<file path="src/design/scpa_pkg.sv">
// ----------------------------------------------------------------------------
// scpa_pkg
// Shared constants, size-class tables, sequencer codes and the command and
// status bundles between the controller and the datapath of the allocator.
// ----------------------------------------------------------------------------
package scpa_pkg;

   localparam int NUM_PAGES = 64;
   localparam int PAGE_AW   = 6;
   localparam int LINK_W    = 7;
   localparam int MAP_AW    = 8;
   localparam int WORD_W    = 64;

   localparam logic [LINK_W-1:0] LINK_NULL    = 7'd64;
   localparam logic [LINK_W-1:0] LAST_PAGE    = 7'd63;
   localparam logic [11:0]       HEADER_BYTES = 12'd48;
   localparam logic [18:0]       PAGE_BYTES   = 19'd4096;
   localparam logic [18:0]       POOL_BYTES   = 19'd262144;
   localparam logic [18:0]       SMALL_MAX    = 19'd2048;

   localparam logic [3:0] TAG_FREE  = 4'd15;
   localparam logic [3:0] TAG_LARGE = 4'd14;
   localparam logic [3:0] TAG_CONT  = 4'd13;

   localparam logic [1:0] STATUS_OK      = 2'd0;
   localparam logic [1:0] STATUS_NOSPACE = 2'd1;
   localparam logic [1:0] STATUS_INVALID = 2'd2;

   localparam logic CMD_FREE = 1'b1;

   localparam logic [4:0] S_IDLE     = 5'd0;
   localparam logic [4:0] S_DISPATCH = 5'd1;
   localparam logic [4:0] S_CW_RD    = 5'd2;
   localparam logic [4:0] S_CW_CHK   = 5'd3;
   localparam logic [4:0] S_FRESH_RD = 5'd4;
   localparam logic [4:0] S_FRESH_WR = 5'd5;
   localparam logic [4:0] S_CLR      = 5'd6;
   localparam logic [4:0] S_SR_RD    = 5'd7;
   localparam logic [4:0] S_SR_CHK   = 5'd8;
   localparam logic [4:0] S_L_RD     = 5'd9;
   localparam logic [4:0] S_L_CHK    = 5'd10;
   localparam logic [4:0] S_L_HEAD   = 5'd11;
   localparam logic [4:0] S_L_CONT   = 5'd12;
   localparam logic [4:0] S_D_START  = 5'd13;
   localparam logic [4:0] S_D_RD     = 5'd14;
   localparam logic [4:0] S_D_CHK    = 5'd15;
   localparam logic [4:0] S_D_END    = 5'd16;
   localparam logic [4:0] S_D_FIX    = 5'd17;
   localparam logic [4:0] S_F_RD     = 5'd18;
   localparam logic [4:0] S_F_CHK    = 5'd19;
   localparam logic [4:0] S_FL_LOOP  = 5'd20;
   localparam logic [4:0] S_FS_RD    = 5'd21;
   localparam logic [4:0] S_FS_CHK   = 5'd22;
   localparam logic [4:0] S_U_START  = 5'd23;
   localparam logic [4:0] S_U_RD     = 5'd24;
   localparam logic [4:0] S_U_CHK    = 5'd25;
   localparam logic [4:0] S_PF       = 5'd26;
   localparam logic [4:0] S_FIN      = 5'd27;

   typedef struct packed {
      logic [4:0] state;
      logic       accept;
   } ctrl_cmd_type;

   typedef struct packed {
      logic is_free_cmd;
      logic req_zero;
      logic is_small;
      logic need_big;
      logic p_null;
      logic cnt_nz;
      logic fhead_null;
      logic w_last;
      logic word_full;
      logic run_hit;
      logic i_last;
      logic i_lt_need;
      logic f_bad;
      logic f_large;
      logic f_sbad;
      logic fl_more;
      logic bit_busy;
      logic last_slot;
      logic head_is_pg;
      logic link_is_pg;
      logic out_free;
   } dp_stat_type;

   function automatic logic [11:0] class_bytes(input logic [2:0] c);
      return 12'd16 << c;
   endfunction

   function automatic logic [8:0] slots_of(input logic [2:0] c);
      logic [8:0] s;
      unique case (c)
         3'd0: s = 9'd253;
         3'd1: s = 9'd126;
         3'd2: s = 9'd63;
         3'd3: s = 9'd31;
         3'd4: s = 9'd15;
         3'd5: s = 9'd7;
         3'd6: s = 9'd3;
         default: s = 9'd1;
      endcase
      return s;
   endfunction

   function automatic logic [12:0] class_span(input logic [2:0] c);
      logic [12:0] s;
      unique case (c)
         3'd0: s = 13'd4048;
         3'd1: s = 13'd4032;
         3'd2: s = 13'd4032;
         3'd3: s = 13'd3968;
         3'd4: s = 13'd3840;
         3'd5: s = 13'd3584;
         3'd6: s = 13'd3072;
         default: s = 13'd2048;
      endcase
      return s;
   endfunction

endpackage

</file>
<file path="src/design/scpa_ctrl.sv">
// ----------------------------------------------------------------------------
// scpa_ctrl
// Sequencer of the allocator: steps through list walks, page scans and
// bookkeeping writes, one micro-step per state, from datapath status.
// ----------------------------------------------------------------------------
module scpa_ctrl (
   input  logic                   clock,
   input  logic                   reset,
   input  logic                   req_tvalid,
   output logic                   req_tready,
   input  scpa_pkg::dp_stat_type  dp_stat,
   output scpa_pkg::ctrl_cmd_type ctrl_cmd
);

   logic [4:0] state_ff;
   logic [4:0] state_in;

   assign req_tready      = (state_ff == scpa_pkg::S_IDLE);
   assign ctrl_cmd.state  = state_ff;
   assign ctrl_cmd.accept = req_tvalid && req_tready;

   always_comb begin
      state_in = state_ff;
      unique case (state_ff)
         scpa_pkg::S_IDLE: begin
            if (req_tvalid) state_in = scpa_pkg::S_DISPATCH;
         end
         scpa_pkg::S_DISPATCH: begin
            if (dp_stat.is_free_cmd) state_in = scpa_pkg::S_F_RD;
            else if (dp_stat.req_zero) state_in = scpa_pkg::S_FIN;
            else if (dp_stat.is_small) state_in = scpa_pkg::S_CW_RD;
            else if (dp_stat.need_big) state_in = scpa_pkg::S_FIN;
            else state_in = scpa_pkg::S_L_RD;
         end
         scpa_pkg::S_CW_RD: begin
            state_in = dp_stat.p_null ? scpa_pkg::S_FRESH_RD : scpa_pkg::S_CW_CHK;
         end
         scpa_pkg::S_CW_CHK: begin
            state_in = dp_stat.cnt_nz ? scpa_pkg::S_SR_RD : scpa_pkg::S_CW_RD;
         end
         scpa_pkg::S_FRESH_RD: begin
            state_in = dp_stat.fhead_null ? scpa_pkg::S_FIN : scpa_pkg::S_FRESH_WR;
         end
         scpa_pkg::S_FRESH_WR: state_in = scpa_pkg::S_CLR;
         scpa_pkg::S_CLR: begin
            if (dp_stat.w_last) state_in = scpa_pkg::S_SR_RD;
         end
         scpa_pkg::S_SR_RD: state_in = scpa_pkg::S_SR_CHK;
         scpa_pkg::S_SR_CHK: begin
            if (!dp_stat.word_full || dp_stat.w_last) state_in = scpa_pkg::S_FIN;
            else state_in = scpa_pkg::S_SR_RD;
         end
         scpa_pkg::S_L_RD: state_in = scpa_pkg::S_L_CHK;
         scpa_pkg::S_L_CHK: begin
            if (dp_stat.run_hit) state_in = scpa_pkg::S_L_HEAD;
            else if (dp_stat.i_last) state_in = scpa_pkg::S_FIN;
            else state_in = scpa_pkg::S_L_RD;
         end
         scpa_pkg::S_L_HEAD: state_in = scpa_pkg::S_L_CONT;
         scpa_pkg::S_L_CONT: begin
            if (!dp_stat.i_lt_need) state_in = scpa_pkg::S_D_START;
         end
         scpa_pkg::S_D_START: state_in = scpa_pkg::S_D_RD;
         scpa_pkg::S_D_RD: begin
            state_in = dp_stat.p_null ? scpa_pkg::S_D_END : scpa_pkg::S_D_CHK;
         end
         scpa_pkg::S_D_CHK: state_in = scpa_pkg::S_D_RD;
         scpa_pkg::S_D_END: state_in = scpa_pkg::S_D_FIX;
         scpa_pkg::S_D_FIX: state_in = scpa_pkg::S_FIN;
         scpa_pkg::S_F_RD: state_in = scpa_pkg::S_F_CHK;
         scpa_pkg::S_F_CHK: begin
            if (dp_stat.f_bad) state_in = scpa_pkg::S_FIN;
            else if (dp_stat.f_large) state_in = scpa_pkg::S_FL_LOOP;
            else if (dp_stat.f_sbad) state_in = scpa_pkg::S_FIN;
            else state_in = scpa_pkg::S_FS_RD;
         end
         scpa_pkg::S_FL_LOOP: begin
            if (!dp_stat.fl_more) state_in = scpa_pkg::S_FIN;
         end
         scpa_pkg::S_FS_RD: state_in = scpa_pkg::S_FS_CHK;
         scpa_pkg::S_FS_CHK: begin
            if (dp_stat.bit_busy && dp_stat.last_slot) state_in = scpa_pkg::S_U_START;
            else state_in = scpa_pkg::S_FIN;
         end
         scpa_pkg::S_U_START: begin
            state_in = dp_stat.head_is_pg ? scpa_pkg::S_PF : scpa_pkg::S_U_RD;
         end
         scpa_pkg::S_U_RD: begin
            state_in = dp_stat.p_null ? scpa_pkg::S_PF : scpa_pkg::S_U_CHK;
         end
         scpa_pkg::S_U_CHK: begin
            state_in = dp_stat.link_is_pg ? scpa_pkg::S_PF : scpa_pkg::S_U_RD;
         end
         scpa_pkg::S_PF: state_in = scpa_pkg::S_FIN;
         scpa_pkg::S_FIN: begin
            if (dp_stat.out_free) state_in = scpa_pkg::S_IDLE;
         end
         default: state_in = scpa_pkg::S_IDLE;
      endcase
   end

   always_ff @(posedge clock) begin
      if (reset) begin
         state_ff <= scpa_pkg::S_IDLE;
      end else begin
         state_ff <= state_in;
      end
   end

endmodule

</file>
<file path="config.mk">
export PLATFORM = sky130hd
export DESIGN_NAME = scpa_ctrl
export DESIGN_NICKNAME = d
export VERILOG_FILES = /design/src/design/scpa_pkg.sv /design/src/design/scpa_ctrl.sv
export SDC_FILE = /design/constraint.sdc
export NUM_CORES = 1
export LEC_CHECK = 0
export ABC_AREA = 1
export BUFFER_PORTS_ARGS = -buffer_cell sky130_fd_sc_hd__clkbuf_2
export CORE_MARGIN = 2
export CORE_UTILIZATION = 46
export DETAILED_ROUTE_END_ITERATION = 16
export GPL_ROUTABILITY_DRIVEN = 0
export GPL_TIMING_DRIVEN = 0
export PLACE_DENSITY = 0.76
export SYNTH_ARGS = -nofsm -noshare
export SYNTH_HDL_FRONTEND = slang
export SYNTH_SLANG_ARGS = --single-unit
</file>
<file path="constraint.sdc">
create_clock -name clock -period 1.3 [get_ports clock]
set_input_delay 0 -clock clock [delete_from_list [all_inputs] [get_ports clock]]
set_output_delay 0 -clock clock [all_outputs]
set_load 0.02 [all_outputs]
</file>
==> results.yml <==
critical_path:
  worstSetupStartpointType: "register"
  path_class: "register to register"
  worstPathRequired_ns: 1.46
  critPathArrivalTime_ns: 1.62
  end_kind: "register"
  r2r_slack_ns: -0.17
  cp_max_fo: 6
sta:
  finalHoldViolCount: 0
  drv_slew: 0
  fmax_mhz: 683
  tightest_slew_ns: 0.285
  maxSlewHeadroom_pct: 80.9
  skew_ns: 0.000895
  period_share_pct: 113
  setup_tns_ns: -0.734
  worst_slack_ns: -0.165
  fin_crit_ns: 1.47
  rsz0062_at_grt: "yes"
  setup_viol: 6
yosys:
  synthSimpleGateAreaFrac_pct: 69.7
  yosys-top-cells-count: "nand2_1 (50), nor2_1 (37), inv_1 (23), nand3_1 (23), nand3_2 (7)"
  syn_area_um2: 980
  yosysSeqAreaShare_pct: 10.2
  async_reset_ff_share_pct: 0
  synthMuxAreaShare_pct: 0
  synth_enable_flop_cells: 0
  yosysTopAreaCellShare_pct: 19.2
  syn_nets: 212
  ys_seq_elements: 5
  ys_warn_count: 0
  synthXorXnorAreaFrac_pct: 0
  post-synth-top-count-cell: "nand2_1"
  synth_fa_ha_area_share_pct: 0
  synth_area_per_cell_um2: 5.21
  yosysUniqueCellTypes: 22
  synth.area.top_cells: "nand2_1 (19%), nor2_1 (14%), nand3_1 (12%)"
  synthFlopType: "dfxtp_1"
  syn_inst: 188
  synth_top_family_by_area: "simple AND/OR/NAND/NOR gates"
  synth_compound_area_share_pct: 7.28
  yosysTopAreaCell: "nand2_1"
cells_and_area:
  largest_register_ffs: 5
  drive_above_1_share_pct: 48.1
  areaGrowthSynthToFinish_pct: 57.1
  reg_top3: "state_ff (5)"
  top_register: "state_ff"
  fin_nets: 262
  insertedDiodeCount: 0
  fillCellCount: 145
global_routing:
  grt_max_degree: 11
  grt_pass1_vias: 1273
  grt_first_pass_wirelength_mm: 5.55
  grt_overflow: 0
  track_usage_pct: 27.9
  antenna_found_initial: 0
floorplan:
  dieHeight_um: 50.2
  die_w_um: 50.2
  core-area_um2: 1980
  die_area_um2: 2520
  ios: 31
  initial_core_util_pct: 49.4
  placementRows: 16
outcome:
  outcome: "complete, but fails checks"
  violations: "setup timing"
clocking:
  cts_buffers: 3
  htreeDepth: 1
  cts_buffer_depth: 2
  clockRootBuffer: "clkbuf_4"
  clock_latency_ns: 0.23
  cts_sinks: 5
  clk_pin_slew_ns: 0.04
  tritoncts: "yes"
job:
  maxCapViolations: 0
drt:
  ant_nets: 0
  first_pass_iters: 4
  vias: 1444
  routed_wl_mm: 3.47
  vias_per_cell: 5.47
  drt_iter0_markers: 41
  post-route-drc-count: 0
  wl_per_cell_um: 13.2
min_path:
  hp-class: "input port to register"
place:
  io_buffer_count: 30
  dpl_worst_slack_ns: -0.192
  hpwl_mm: 2.31
pwr:
  peakVddDrop_uv: 1540
  p_per_area_nw_per_um2: 2030
  power_leakage_uw: 0.000825
[kinds of logic after synthesis]
logic type | Yosys count
AOI/OAI and AO/OA | 13
DFF | 5
buffers and inverters | 31
and+or+nand+nor | 139
[report_power, final]
part | switching (uW) | total [uW] | leakage [uW] | internal (uW)
sequential | 147 | 392 | 0.0000445 | 245
combinational | 1510 | 2560 | 0.000766 | 1050
clock | 56.4 | 172 | 0.0000150 | 116
[routing by layer]
metal | wire, um | GRT usage [%]
met3 | 214 | 1.19
met5 | 0 | 0
met2 | 1790 | 52.9
met1 | 1360 | 32.7
met4 | 116 | 10.2
[worst max-delay path, stage by stage, from the launching register on]
cell and delay, ns:
dfxtp_4 0.40, inv_4 0.06, nor2_4 0.18, buf_4 0.14, nand2_1 0.08, nand2_1 0.09
nor2_1 0.05, nand2_1 0.06, nor2_1 0.04, nand2_1 0.09, nand2_1 0.07, a21oi_2 0.12
[path summary, 6_finish.rpt]
check	endpoint	startpoint	depth (start not counted)
max reg2reg	state_ff[1]	state_ff[0]	11
min	state_ff[4]	reset	2
min reg2reg	state_ff[1]	state_ff[1]	2
max	state_ff[1]	state_ff[0]	11
[per-stage QoR]
step	cells	power, uW	hold WS (ns)	utilization (%)	instance area [um^2]
2_1_floorplan	188	1650	0.0594	-	1010
3_3_place_gp	245	2050	0.218	60.4	1200
3_5_place_dp	245	2070	0.221	60.4	1200
4_1_cts	258	2820	-0.0190	72.3	1430
5_1_grt	264	3350	0.0140	77.7	1540
6_report	264	3130	0.00236	77.7	1540
[timing repair]
| item | CTS | global route |
|---|---|---|
| gates resized for setup | 30 | 21 |
| setup endpoints to repair | 7 | 7 |
| pin swaps | 17 | 13 |
| endpoints found under the hold margin | 5 | 0 |
| buffers inserted | 8 | 6 |
| cloned | 1 | 0 |
[area by class of cell]
type	instances	area, um^2	share of cell area [%]
buffer	3	30.0	1.95
clock buffer	4	26.3	1.71
sequential	5	119	7.72
multi-input combinational	153	905	58.8
timing repair buffer	44	313	20.3
tap	27	33.8	2.20
inverter	28	113	7.32
[cell usage in the layout (no fill, tap or decap), types with 2 or more instances in the layout]
cell	n
nand2_1	43
nor2_1	30
clkbuf_2	28
inv_1	16
nand3_1	16
nand3_2	13
buf_4	11
nor2_4	10
inv_2	9
nor2_2	7
nand2_2	6
dfxtp_4	5
buf_6	4
nand3b_1	4
o21ai_0	4
inv_4	3
a21oi_1	3
nand4_1	3
a21oi_2	3
clkbuf_4	3
buf_12	3
nand2_4	2
or2_2	2
No activity file was read; power rests on OpenSTA's default activity.
